`src/rtl/core/erfe_pkg.sv`:
```
// Shared types and constants for the echo range frame encoder.
`timescale 1ns / 1ps
`default_nettype none

package erfe_pkg;

   // Echo widths at or above this tick count are over-range
   localparam logic [15:0] TICK_LIMIT = 16'd46400;

   // mm = (us * 5) / 29, taken as a reciprocal multiply plus one correction
   localparam logic [15:0] RECIP_MM   = 16'd36157;   // floor(2^20 / 29)
   localparam int          RECIP_MM_SHIFT = 20;
   localparam logic [4:0]  MM_DIV     = 5'd29;

   // Reciprocals for the decimal split and the servo scale
   localparam logic [12:0] RECIP_TEN  = 13'd6554;    // mm / 10, shift 16
   localparam logic [5:0]  RECIP_HUND = 6'd41;       // cm / 100, shift 12
   localparam logic [7:0]  RECIP_CM10 = 8'd205;      // cm / 10, shift 11
   localparam logic [16:0] RECIP_DUTY = 17'd120589;  // cm * 23 / 400, shift 21
   localparam logic [7:0]  DUTY_BASE  = 8'd35;

   // Indicator colours
   localparam logic [1:0] IND_GREEN = 2'd0;
   localparam logic [1:0] IND_RED   = 2'd1;
   localparam logic [1:0] IND_BLUE  = 2'd2;

   // Frame characters
   localparam logic [7:0] CH_OPEN  = 8'h3C;   // '<'
   localparam logic [7:0] CH_CLOSE = 8'h3E;   // '>'
   localparam logic [7:0] CH_ZERO  = 8'h30;   // '0'
   localparam logic [7:0] CH_NONE  = 8'h00;

   // Character positions within a frame
   localparam logic [2:0] POS_OPEN  = 3'd0;
   localparam logic [2:0] POS_HUND  = 3'd1;
   localparam logic [2:0] POS_TENS  = 3'd2;
   localparam logic [2:0] POS_UNITS = 3'd3;
   localparam logic [2:0] POS_TENTH = 3'd4;
   localparam logic [2:0] POS_CLOSE = 3'd5;

   // Scaled measurement leaving the front half of the pipeline
   typedef struct packed {
      logic        over;
      logic [11:0] mm;
   } scale_type;

   // Everything the serialiser needs for one frame
   typedef struct packed {
      logic       over;
      logic [8:0] cm;
      logic [3:0] tenths;
      logic [7:0] duty;
      logic [1:0] ind;
      logic [3:0] hund;
      logic [3:0] tens;
      logic [3:0] units;
      logic [2:0] first;
   } frame_type;

endpackage

`default_nettype wire

```
`src/rtl/core/echo_range_frame_encoder.sv`:
```
// Top level of the echo range frame encoder.
//
// Request channel (req_): one echo measurement per request, the echo width
// in half-microsecond ticks in tdata and the over-range flag in tuser.
// Response channel (rsp_): one response per frame character '<', the
// distance digits with leading zeros dropped, then '>'; tlast marks the
// last response of a measurement. An over-range request gives a single
// response with no character and the blue indicator.
// Configuration channel (csr_): writes the green/red threshold in cm; it
// is always ready. It must be written only while the block is idle; the
// block itself does not enforce this. Each request passes through a
// six-stage arithmetic pipeline and then the serialiser. A request may
// be accepted every cycle while the pipeline is not stalled; sustained,
// the serialiser paces it, one character a cycle while rsp_tready is high.
// Reset clears all pipeline valid bits and sets the threshold to 1 cm.
// A stalled response holds; the pipeline fills behind it and then drops
// req_tready, with nothing lost or repeated.
`timescale 1ns / 1ps
`default_nettype none

module echo_range_frame_encoder (
   input  wire         clock,
   input  wire         reset,
   input  wire         req_tvalid,
   output logic        req_tready,
   input  wire  [15:0] req_tdata,    // [15:0] echo_ticks
   input  wire         req_tuser,    // [0] over_range
   output logic        rsp_tvalid,
   input  wire         rsp_tready,
   output logic [31:0] rsp_tdata,    // [7:0] frame_char, [16:8] distance_cm,
                                     // [20:17] tenths, [28:21] servo_duty,
                                     // [30:29] indicator, [31] zero
   output logic [1:0]  rsp_tuser,    // [0] char_valid, [1] range_error
   output logic        rsp_tlast,
   input  wire         csr_valid,
   output logic        csr_ready,
   input  wire  [8:0]  csr_wdata     // local_min_cm
);
   import erfe_pkg::*;

   logic      [8:0] local_min_ff;
   logic            sc_valid, sc_ready;
   scale_type       sc_data;
   logic            fr_valid, fr_ready;
   frame_type       fr_data;

   // Threshold register
   assign csr_ready = 1'b1;

   always_ff @(posedge clock) begin
      if (reset) begin
         local_min_ff <= 9'd1;
      end else if (csr_valid) begin
         local_min_ff <= csr_wdata;
      end
   end

   erfe_scale u_scale (
      .clock     (clock),
      .reset     (reset),
      .in_valid  (req_tvalid),
      .in_ready  (req_tready),
      .in_ticks  (req_tdata),
      .in_over   (req_tuser),
      .out_valid (sc_valid),
      .out_ready (sc_ready),
      .out_data  (sc_data)
   );

   erfe_digits u_digits (
      .clock        (clock),
      .reset        (reset),
      .local_min_cm (local_min_ff),
      .in_valid     (sc_valid),
      .in_ready     (sc_ready),
      .in_data      (sc_data),
      .out_valid    (fr_valid),
      .out_ready    (fr_ready),
      .out_data     (fr_data)
   );

   erfe_serial u_serial (
      .clock      (clock),
      .reset      (reset),
      .in_valid   (fr_valid),
      .in_ready   (fr_ready),
      .in_data    (fr_data),
      .rsp_tvalid (rsp_tvalid),
      .rsp_tready (rsp_tready),
      .rsp_tdata  (rsp_tdata),
      .rsp_tuser  (rsp_tuser),
      .rsp_tlast  (rsp_tlast)
   );

endmodule

`default_nettype wire

```
`src/rtl/core/erfe_scale.sv`:
```
// Front pipeline: tick halving, over-range test and scaling to millimetres.
`timescale 1ns / 1ps
`default_nettype none

module erfe_scale (
   input  wire                    clock,
   input  wire                    reset,
   input  wire                    in_valid,
   output logic                   in_ready,
   input  wire  [15:0]            in_ticks,
   input  wire                    in_over,
   output logic                   out_valid,
   input  wire                    out_ready,
   output erfe_pkg::scale_type    out_data
);
   import erfe_pkg::*;

   logic        en1, en2, en3;
   logic        s1_v_ff, s2_v_ff, s3_v_ff;
   logic        s1_ov_ff, s2_ov_ff, s3_ov_ff;
   logic [17:0] s1_x_ff, s2_x_ff;
   logic [11:0] s2_q_ff, s3_mm_ff;
   logic [17:0] s1_x_in;
   logic        s1_ov_in;
   logic [33:0] prod;
   logic [11:0] s2_q_in;
   logic [17:0] rem;
   logic [11:0] s3_mm_in;

   // Stage enables: a stage moves when it is empty or its successor moves
   always_comb begin
      en3      = !s3_v_ff || out_ready;
      en2      = !s2_v_ff || en3;
      en1      = !s1_v_ff || en2;
      in_ready = en1;
   end

   // Stage 1: microseconds times five, over-range flag
   always_comb begin
      s1_x_in  = ({3'b0, in_ticks[15:1]} << 2) + {3'b0, in_ticks[15:1]};
      s1_ov_in = in_over || (in_ticks >= TICK_LIMIT);
   end

   // Stage 2: reciprocal estimate, at most one low
   always_comb begin
      prod    = 34'(s1_x_ff) * 34'(RECIP_MM);
      s2_q_in = prod[RECIP_MM_SHIFT +: 12];
   end

   // Stage 3: remainder check and correction
   always_comb begin
      rem      = s2_x_ff - 18'(s2_q_ff) * 18'(MM_DIV);
      s3_mm_in = (rem >= 18'(MM_DIV)) ? s2_q_ff + 12'd1 : s2_q_ff;
   end

   always_ff @(posedge clock) begin
      if (reset) begin
         s1_v_ff <= 1'b0;
         s2_v_ff <= 1'b0;
         s3_v_ff <= 1'b0;
      end else begin
         if (en1) s1_v_ff <= in_valid;
         if (en2) s2_v_ff <= s1_v_ff;
         if (en3) s3_v_ff <= s2_v_ff;
      end
   end

   always_ff @(posedge clock) begin
      if (en1) begin
         s1_x_ff  <= s1_x_in;
         s1_ov_ff <= s1_ov_in;
      end
      if (en2) begin
         s2_x_ff  <= s1_x_ff;
         s2_q_ff  <= s2_q_in;
         s2_ov_ff <= s1_ov_ff;
      end
      if (en3) begin
         s3_mm_ff <= s3_mm_in;
         s3_ov_ff <= s2_ov_ff;
      end
   end

   assign out_valid     = s3_v_ff;
   assign out_data.over = s3_ov_ff;
   assign out_data.mm   = s3_mm_ff;

endmodule

`default_nettype wire

```
`src/rtl/core/erfe_digits.sv`:
```
// Back pipeline: centimetres, tenths, digits, servo duty and indicator.
`timescale 1ns / 1ps
`default_nettype none

module erfe_digits (
   input  wire                    clock,
   input  wire                    reset,
   input  wire  [8:0]             local_min_cm,
   input  wire                    in_valid,
   output logic                   in_ready,
   input  erfe_pkg::scale_type    in_data,
   output logic                   out_valid,
   input  wire                    out_ready,
   output erfe_pkg::frame_type    out_data
);
   import erfe_pkg::*;

   logic        en4, en5, en6;
   logic        s4_v_ff, s5_v_ff, s6_v_ff;
   logic        s4_ov_ff, s5_ov_ff;
   logic [11:0] s4_mm_ff;
   logic [8:0]  s4_cm_ff, s5_cm_ff;
   logic [3:0]  s5_tn_ff;
   logic [1:0]  s5_hund_ff;
   logic [5:0]  s5_cm10_ff;
   logic [7:0]  s5_duty_ff;
   logic [1:0]  s5_ind_ff;
   frame_type   s6_ff;
   logic [24:0] p_ten;
   logic [8:0]  s4_cm_in;
   logic [11:0] tn_wide;
   logic [13:0] p_hund;
   logic [16:0] p_cm10;
   logic [25:0] p_duty;
   logic [7:0]  s5_duty_in;
   logic [1:0]  s5_ind_in;
   logic [8:0]  tens_wide, units_wide;
   logic [3:0]  hund_d, tens_d, units_d;
   frame_type   s6_in;

   always_comb begin
      en6      = !s6_v_ff || out_ready;
      en5      = !s5_v_ff || en6;
      en4      = !s4_v_ff || en5;
      in_ready = en4;
   end

   // Stage 4: whole centimetres
   always_comb begin
      p_ten    = 25'(in_data.mm) * 25'(RECIP_TEN);
      s4_cm_in = p_ten[24:16];
   end

   // Stage 5: tenths, hundreds, cm/10, servo duty, indicator
   always_comb begin
      tn_wide    = s4_mm_ff - 12'(s4_cm_ff) * 12'd10;
      p_hund     = 14'(s4_cm_ff) * 14'(RECIP_HUND);
      p_cm10     = 17'(s4_cm_ff) * 17'(RECIP_CM10);
      p_duty     = 26'(s4_cm_ff) * 26'(RECIP_DUTY);
      s5_duty_in = DUTY_BASE - {3'b0, p_duty[25:21]};
      s5_ind_in  = (s4_cm_ff >= local_min_cm) ? IND_GREEN : IND_RED;
   end

   // Stage 6: tens and units, first shown digit, over-range masking
   always_comb begin
      hund_d     = {2'b0, s5_hund_ff};
      tens_wide  = {3'b0, s5_cm10_ff} - 9'(s5_hund_ff) * 9'd10;
      units_wide = s5_cm_ff - 9'(s5_cm10_ff) * 9'd10;
      tens_d     = tens_wide[3:0];
      units_d    = units_wide[3:0];

      s6_in.over   = s5_ov_ff;
      s6_in.hund   = hund_d;
      s6_in.tens   = tens_d;
      s6_in.units  = units_d;
      if (hund_d != 4'd0) begin
         s6_in.first = POS_HUND;
      end else if (tens_d != 4'd0) begin
         s6_in.first = POS_TENS;
      end else if (units_d != 4'd0) begin
         s6_in.first = POS_UNITS;
      end else if (s5_tn_ff != 4'd0) begin
         s6_in.first = POS_TENTH;
      end else begin
         s6_in.first = POS_CLOSE;
      end

      if (s5_ov_ff) begin
         s6_in.cm     = 9'd0;
         s6_in.tenths = 4'd0;
         s6_in.duty   = 8'd0;
         s6_in.ind    = IND_BLUE;
      end else begin
         s6_in.cm     = s5_cm_ff;
         s6_in.tenths = s5_tn_ff;
         s6_in.duty   = s5_duty_ff;
         s6_in.ind    = s5_ind_ff;
      end
   end

   always_ff @(posedge clock) begin
      if (reset) begin
         s4_v_ff <= 1'b0;
         s5_v_ff <= 1'b0;
         s6_v_ff <= 1'b0;
      end else begin
         if (en4) s4_v_ff <= in_valid;
         if (en5) s5_v_ff <= s4_v_ff;
         if (en6) s6_v_ff <= s5_v_ff;
      end
   end

   always_ff @(posedge clock) begin
      if (en4) begin
         s4_ov_ff <= in_data.over;
         s4_mm_ff <= in_data.mm;
         s4_cm_ff <= s4_cm_in;
      end
      if (en5) begin
         s5_ov_ff   <= s4_ov_ff;
         s5_cm_ff   <= s4_cm_ff;
         s5_tn_ff   <= tn_wide[3:0];
         s5_hund_ff <= p_hund[13:12];
         s5_cm10_ff <= p_cm10[16:11];
         s5_duty_ff <= s5_duty_in;
         s5_ind_ff  <= s5_ind_in;
      end
      if (en6) begin
         s6_ff <= s6_in;
      end
   end

   assign out_valid = s6_v_ff;
   assign out_data  = s6_ff;

endmodule

`default_nettype wire

```
`src/rtl/core/erfe_serial.sv`:
```
// Frame serialiser: sends one frame character per response.
`timescale 1ns / 1ps
`default_nettype none

module erfe_serial (
   input  wire                    clock,
   input  wire                    reset,
   input  wire                    in_valid,
   output logic                   in_ready,
   input  erfe_pkg::frame_type    in_data,
   output logic                   rsp_tvalid,
   input  wire                    rsp_tready,
   output logic [31:0]            rsp_tdata,
   output logic [1:0]             rsp_tuser,
   output logic                   rsp_tlast
);
   import erfe_pkg::*;

   logic       valid_ff;
   logic [2:0] pos_ff;
   frame_type  frame_ff;
   logic       is_last;
   logic       load;
   logic       step;
   logic [7:0] ch;
   logic [2:0] pos_in;

   // Current character and end of frame
   always_comb begin
      is_last = frame_ff.over || (pos_ff == POS_CLOSE);
      case (pos_ff)
         POS_OPEN:  ch = CH_OPEN;
         POS_HUND:  ch = CH_ZERO + {4'b0, frame_ff.hund};
         POS_TENS:  ch = CH_ZERO + {4'b0, frame_ff.tens};
         POS_UNITS: ch = CH_ZERO + {4'b0, frame_ff.units};
         POS_TENTH: ch = CH_ZERO + {4'b0, frame_ff.tenths};
         POS_CLOSE: ch = CH_CLOSE;
         default:   ch = CH_NONE;
      endcase
      if (frame_ff.over) ch = CH_NONE;
   end

   // A new frame loads when the holder is empty or sends its last character
   always_comb begin
      step     = valid_ff && rsp_tready;
      in_ready = !valid_ff || (rsp_tready && is_last);
      load     = in_valid && in_ready;
      pos_in   = (pos_ff == POS_OPEN) ? frame_ff.first : pos_ff + 3'd1;
   end

   always_ff @(posedge clock) begin
      if (reset) begin
         valid_ff <= 1'b0;
         pos_ff   <= POS_OPEN;
      end else if (load) begin
         valid_ff <= 1'b1;
         pos_ff   <= POS_OPEN;
      end else if (step) begin
         if (is_last) begin
            valid_ff <= 1'b0;
         end else begin
            pos_ff <= pos_in;
         end
      end
   end

   always_ff @(posedge clock) begin
      if (load) frame_ff <= in_data;
   end

   // Response fields
   assign rsp_tvalid = valid_ff;
   assign rsp_tlast  = is_last;
   assign rsp_tuser  = {frame_ff.over, !frame_ff.over};
   assign rsp_tdata  = {1'b0, frame_ff.ind, frame_ff.duty, frame_ff.tenths,
                        frame_ff.cm, ch};

endmodule

`default_nettype wire

```
`config.mk`:
```
export PLATFORM = sky130hd
export DESIGN_NAME = echo_range_frame_encoder
export DESIGN_NICKNAME = d
export VERILOG_FILES = /design/src/rtl/core/erfe_pkg.sv /design/src/rtl/core/echo_range_frame_encoder.sv /design/src/rtl/core/erfe_scale.sv /design/src/rtl/core/erfe_digits.sv /design/src/rtl/core/erfe_serial.sv
export SDC_FILE = /design/constraint.sdc
export NUM_CORES = 1
export LEC_CHECK = 0
export BUFFER_PORTS_ARGS = -buffer_cell sky130_fd_sc_hd__buf_2
export CAP_MARGIN = 20
export CORE_MARGIN = 8
export CORE_UTILIZATION = 55
export DETAILED_ROUTE_END_ITERATION = 16
export GPL_TIMING_DRIVEN = 0
export MAX_ROUTING_LAYER = met4
export PLACE_DENSITY = 0.72
export SLEW_MARGIN = 20
export SYNTH_ARGS = -nofsm -noshare
export SYNTH_HDL_FRONTEND = slang
export SYNTH_SLANG_ARGS = --single-unit
```
`constraint.sdc`:
```
create_clock -name clock -period 10.6 [get_ports clock]
set_input_delay 0.53 -clock clock [delete_from_list [all_inputs] [get_ports clock]]
set_output_delay 0.53 -clock clock [all_outputs]
set_load 0.05 [all_outputs]
```
==> metrics.txt, run 1 <==
CTS HTree Levels=4; die area=between 40000 and 50000 um2; WS Path Type=reg -> reg; Initial Util=roughly 56%; fraction of layout instances using a drive strength above 1=under 10%; vias in the first global route=14.3k; first drt pass iteration count=5; GP Congestion=around 0.93; Syn Std Cell Area=roughly 21000 um2; Layout area overhead=7.77%; CP Data Required Time=between 10 and 15 ns; max-cap check violation count=0; Final Hold Viols=0; PortBufs=59; Worst EP arrival=roughly 6.8 ns; flops & latches, synth=~190; # setup viols final=0; Yosys top cell by area=edfxtp_1; CORE AREA=approximately 38000 um2; post-synthesis cell count=about 2k; first-pass GRT wire length=between 60000 and 70000 um; crit share post-route=about three fifths; Synth async-reset ratio=0%; detailed placer's ending HPWL=between 30000 and 40000 um; most instantiated library cell after synthesis=inv_1; CTS tree=yes; Worst setup SP type=flop; die span in y=about 210 um; largest net degree at the start of global routing=36; setup ws final=about 4 ns; CTS max path bufs=2; Top FF cell, synth=edfxtp_1; top cell types by occurrence after synthesis=inv_1 (543), ha_1 (413), fa_1 (227); number of distinct library cells after synthesis=66; # clock sinks=approximately 190; # hold bufs at CTS=0; Synth warnings=0; FF-to-FF path depth=20; Root Driver=clkbuf_16; hold path depth=1; Clk pin slew, worst setup/hold paths=0.08 ns; relative slew slack=43.7%; RSZ-0062 raised after global routing=false; min Tclk post-route=6.57 ns; top cell type's share of synthesized area=about 25%; Post-CTS Setup Inserts=0; Post-synth EDFFs=174; synth top area cells=edfxtp_1 (25%), ha_1 (25%), fa_1 (22%); io pins=slightly below 70; pre-CTS setup slack=slightly above 4 ns; Seq/Total Area, Yosys=approximately a quarter; antenna fix cells=0; Remaining Overflow, GRT=0; Die Wd=211 um; setup TNS=0 ns; Total Nets Final=around 2.7k; antenna violations before repair=0; DRC errors left=0; Slew @ Worst Pin=0.837 ns; Max Transition Viols Final=0; initial DRC count=just over 600; clk_lat worst skew=between 0.4 and 0.5 ns; Critical Path Fanout Max=6; Core Rows=71; CP endpoint kind=flop; routed vias/inst=a little over 5; Vias=between 10k and 15k; post-CTS sizing=0; status=complete, no violations; final wirelength=~40000 um; Antenna Violating Nets Remaining=0; Clock Skews=~0.013 ns; WL/cell=~16 um; worst hold path class=in -> reg; Total Routing Usage GR=between 10% and 20%; post-synthesis area per instance=approximately 11 um2; FMAX=approximately 150 MHz; CTS Buf Count=17
==> cell families after synthesis <==
family / share of synthesized area (%)
AO/OA/AOI/OAI: 6.78
multiplexers: 0.787
flip-flops: 26.7
XOR/XNOR: 3.13
adder cells (fa/ha/maj): 46.3
buffers and inverters: 11.0
AND/OR/NAND/NOR: 5.30
other: 0.0358
==> worst max-delay path, cell delays in order, from the launching register on <==
cell and delay (ns):
edfxtp_1 0.59, ha_1 0.39, inv_1 0.09, fa_1 0.53
fa_1 0.52, inv_1 0.05, fa_1 0.47, fa_1 0.58
inv_1 0.07, fa_1 0.53, inv_1 0.04, ha_1 0.30
a21o_1 0.16, a21o_1 0.21, a31oi_1 0.20, a21oi_1 0.17
a31oi_1 0.41, o21ai_1 0.23, a2111oi_0 0.45, o21bai_1 0.16
xnor2_1 0.17
==> through the flow <==
step                cells  hold WS [ns]  util, %  cell area (um2)
floorplan            1947         0.400        -            21000
global placement     2517         0.403     58.3            21900
detailed placement   2519         0.405     58.4            22000
CTS                  2551         0.270     60.1            22600
global route         2551         0.274     60.1            22600
finish               2551         0.287     60.1            22600
==> cell usage in the layout, fill, tap and decap left out, drive strengths merged, types with 15 or more instances in the layout <==
cell type	n
nor2	70
xnor2	56
mux2i	15
a21oi	55
edfxtp	174
nand2	47
inv	548
xor2	19
nor2b	29
nand3	17
buf	95
o21ai	36
a21o	32
dfxtp	19
clkbuf	23
ha	413
fa	227
==> sequential cells by signal, indices dropped and copies added (netlist names), 2 cells and up <==
name                 count
local_min_ff             9
u_digits.out_data       35
u_digits.s4_cm_ff        9
u_digits.s4_mm_ff        4
u_digits.s5_cm10_ff      4
u_digits.s5_cm_ff        9
u_digits.s5_duty_ff      6
u_digits.s5_hund_ff      2
u_digits.s5_tn_ff        4
u_scale.s1_x_ff         18
u_scale.s2_q_ff         12
u_scale.s2_x_ff         18
u_scale.s3_mm_ff        12
u_serial.frame_ff       13
u_serial.pos_ff          3
u_serial.rsp_tdata      21
==> final timing paths <==
kind	slack (ns)	endpoint	from
worst max-delay path	4.03	u_scale.s2_q_ff[11]	u_scale.s1_x_ff[9]
worst min-delay path	0.29	u_scale.s1_x_ff[0]	req_tdata[1]
worst max register to register	4.03	u_scale.s2_q_ff[11]	u_scale.s1_x_ff[9]
worst min register to register	0.42	u_digits.s5_tn_ff[0]	u_digits.s4_mm_ff[0]
==> layer usage <==
| layer | track usage (%) | share of wire (%) | vias up | wire length (um) |
|---|---|---|---|---|
| met4 | 6.09 | 2.5 | 0 | 994 |
| met1 | 23.7 | 45 | 6316 | 17800 |
| met3 | 2.43 | 3.1 | 67 | 1230 |
| met2 | 34.0 | 50 | 202 | 19800 |
| li1 | - | - | 6418 | - |
| met5 | - | 0 | - | 0 |
==> layout make-up <==
class / count / area, um2
Fill cell: 3111 / 15000
Multi-Input combinational cell: 1171 / 13100
Sequential cell: 193 / 5610
Inverter: 543 / 2040
Tap cell: 511 / 639
Clock buffer: 17 / 425
Timing Repair Buffer: 61 / 327
Buffer: 40 / 270
Clock inverter: 15 / 204
Power of run 1 is left out: the tool's default activity adds up to more than one toggle a clock period on the data nets, which glitch-free logic cannot reach.
==> run 2, diff against run 1 <==
--- a/config.mk
+++ b/config.mk
@@ -5,6 +5,7 @@
 export SDC_FILE = /design/constraint.sdc
 export NUM_CORES = 1
 export LEC_CHECK = 0
+export ABC_AREA = 1
 export BUFFER_PORTS_ARGS = -buffer_cell sky130_fd_sc_hd__buf_2
 export CAP_MARGIN = 20
 export CORE_MARGIN = 8
==> constraint.sdc (replaced) <==
create_clock -name clock -period 6.4 [get_ports clock]
set_input_delay 0.32 -clock clock [delete_from_list [all_inputs] [get_ports clock]]
set_output_delay 0.32 -clock clock [all_outputs]
set_load 0.05 [all_outputs]
==> metrics.txt, run 2 <==
status=complete, no violations; top cell types by occurrence after synthesis=inv_1 (644), ha_1 (413), nand2_1 (286); Critical Path Fanout Max=6; worst hold path class=in -> reg; max FFs per register=35; Remaining Overflow, GRT=0; GP Congestion=between 0.9 and 1; CP endpoint kind=flop; most used cell, CP=fa_1; most frequent cells in the layout=inv_1 (641), ha_1 (413), nand2_1 (286), fa_1 (227), edfxtp_1 (174); min-delay src=req_tdata[1]; Worst setup SP type=flop; FMAX=167 MHz; Slew @ Worst Pin=between 1 and 1.5 ns; Synth warnings=0; CTS tree=yes; Vias=15.3k; PortBufs=between 60 and 70; min Tclk post-route=5.98 ns; post-synthesis cell count=roughly 2.4k; CTS max path bufs=2; antenna violations before repair=2; largest net degree at the start of global routing=38; post-CTS sizing=0; max-cap check violation count=0; DRC errors left=0; Hold Crit Endpoint=u_scale.s1_x_ff[0]; hold path depth=1; Top FF cell, synth=edfxtp_1; Post-synth EDFFs=approximately 170; Synth async-reset ratio=0%; Clk pin slew, worst setup/hold paths=0.07 ns; crit share post-route=between 90% and 100%; vias in the first global route=about 16k; # clock sinks=around 190; flops & latches, synth=between 150 and 200; RSZ-0062 raised after global routing=false; die area=about 47000 um2; Clock Skews=roughly 0.013 ns; Die Wd=between 200 and 250 um; number of distinct library cells after synthesis=48; reg2reg start=u_scale.s1_x_ff[15]; Syn Std Cell Area=about 22000 um2; Initial Util=between 50% and 60%; initial DRC count=a little over 700; setup TNS=0 ns; Slowest-stage cell, CP=edfxtp_1; CORE AREA=between 30000 and 40000 um2; Post-CTS Setup Inserts=0; FF-to-FF path depth=17; Core Rows=73; routed vias/inst=about 5.1; # setup viols final=0; commonest non-fill, non-tap cell in the layout=inv_1; fillcell total=3383; WL/cell=15.5 um; top cell type's share of synthesized area=roughly a quarter; io pins=69; CP Data Required Time=around 6.6 ns; Root Driver=clkbuf_16; Yosys top cell by area=edfxtp_1; Layout area overhead=7.37%; CTS HTree Levels=4; relative slew slack=a little under a third; fraction of layout instances using a drive strength above 1=6.50%; synth top area cells=edfxtp_1 (23%), ha_1 (23%), fa_1 (20%); clk_lat worst skew=around 0.48 ns; Antenna Violating Nets Remaining=0; # hold bufs at CTS=0; first-pass GRT wire length=roughly 79000 um; die span in y=between 200 and 250 um; Max Transition Viols Final=0; Total Nets Final=a little over 3k; WS Path Type=reg -> reg; CP Cell Sequence=ha_1 > inv_1 > fa_1 > fa_1 > inv_1 > fa_1 > inv_1 > fa_1 > fa_1 > inv_1 > ha_1 > nand2_1 > nor4_1 > nand2_1 > o211ai_1 > a31oi_1 > xor2_1; Final Hold Viols=0; post-synthesis area per instance=9.44 um2; detailed placer's ending HPWL=40200 um; crit-path max cell delay=around 0.56 ns; r2r endpoint=u_scale.s2_q_ff[11]; most instantiated library cell after synthesis=inv_1; setup slack, reg-to-reg=slightly above 0.4 ns; first drt pass iteration count=5; Worst EP arrival=6.20 ns; Total Routing Usage GR=between 20% and 30%; Seq/Total Area, Yosys=~25%; CTS Buf Count=17; final wirelength=roughly 46000 um
==> run 2: critical path: cells and delay by family, from the launching register on <==
kind                     cells  cell delay (ns)
adder cells (fa/ha/maj)      7             3.30
AND/OR/NAND/NOR              3             0.71
AO/OA/AOI/OAI                2             0.68
flip-flops                   1             0.56
buffers and inverters        4             0.30
XOR/XNOR                     1             0.18
==> run 2: kinds of logic after synthesis <==
group / share of synthesized area, %
simple gates: 10.1
fa+ha+maj: 43.5
mux: 0.101
flops: 25.1
other cells: 0.0337
compound gates: 5.98
xor+xnor: 3.10
buf+inv: 12.1
==> run 2: layout make-up <==
type                       count  area, um2  area share, %
antenna                        2       5.00         0.0209
buffer                        37        267           1.11
clock buffer                  19        443           1.85
clock inverter                13        193          0.804
inverter                     646       2420           10.1
multi-input combinational   1491      14000           58.6
sequential                   193       5610           23.4
tap                          525        657           2.74
timing repair buffer          62        325           1.36
==> run 2: worst max-delay path by stage <==
stage / from / endpoint / slack, ns / cells after the start
after detailed placement: u_scale.s1_x_ff[15] / u_scale.s2_q_ff[11] / 0.42 / 17
after global routing: u_scale.s1_x_ff[15] / u_scale.s2_q_ff[11] / 0.10 / 17
after global placement: u_scale.s1_x_ff[16] / u_scale.s2_q_ff[11] / 0.57 / 17
after CTS: u_scale.s1_x_ff[15] / u_scale.s2_q_ff[11] / 0.41 / 17
final: u_scale.s1_x_ff[15] / u_scale.s2_q_ff[11] / 0.42 / 17
after floorplan: u_scale.s1_x_ff[16] / u_scale.s2_q_ff[11] / 1.31 / 17
==> run 2: stage by stage <==
step / instances / cell area [um2] / hold slack (ns) / worst slack, ns / utilization (%)
2_1_floorplan: 2367 / 22300 / 0.389 / 1.31 / -
3_3_place_gp: 2953 / 23300 / 0.402 / 0.569 / 58.3
3_5_place_dp: 2954 / 23300 / 0.405 / 0.415 / 58.4
4_1_cts: 2986 / 24000 / 0.00834 / 0.407 / 60.0
5_1_grt: 2988 / 24000 / 0.0180 / 0.102 / 60.0
6_report: 2988 / 24000 / 0.0383 / 0.416 / 60.0
==> run 2: per-layer routing <==
metal  track usage, %  up-vias  part of all wire (%)
met3             2.97       86                   3.7
li1                 -     7620                     -
met4             7.66        0                   2.7
met5                -        -                     0
met1             25.3     7332                    44
met2             36.6      271                    50
Power of run 2 is left out for the same reason.
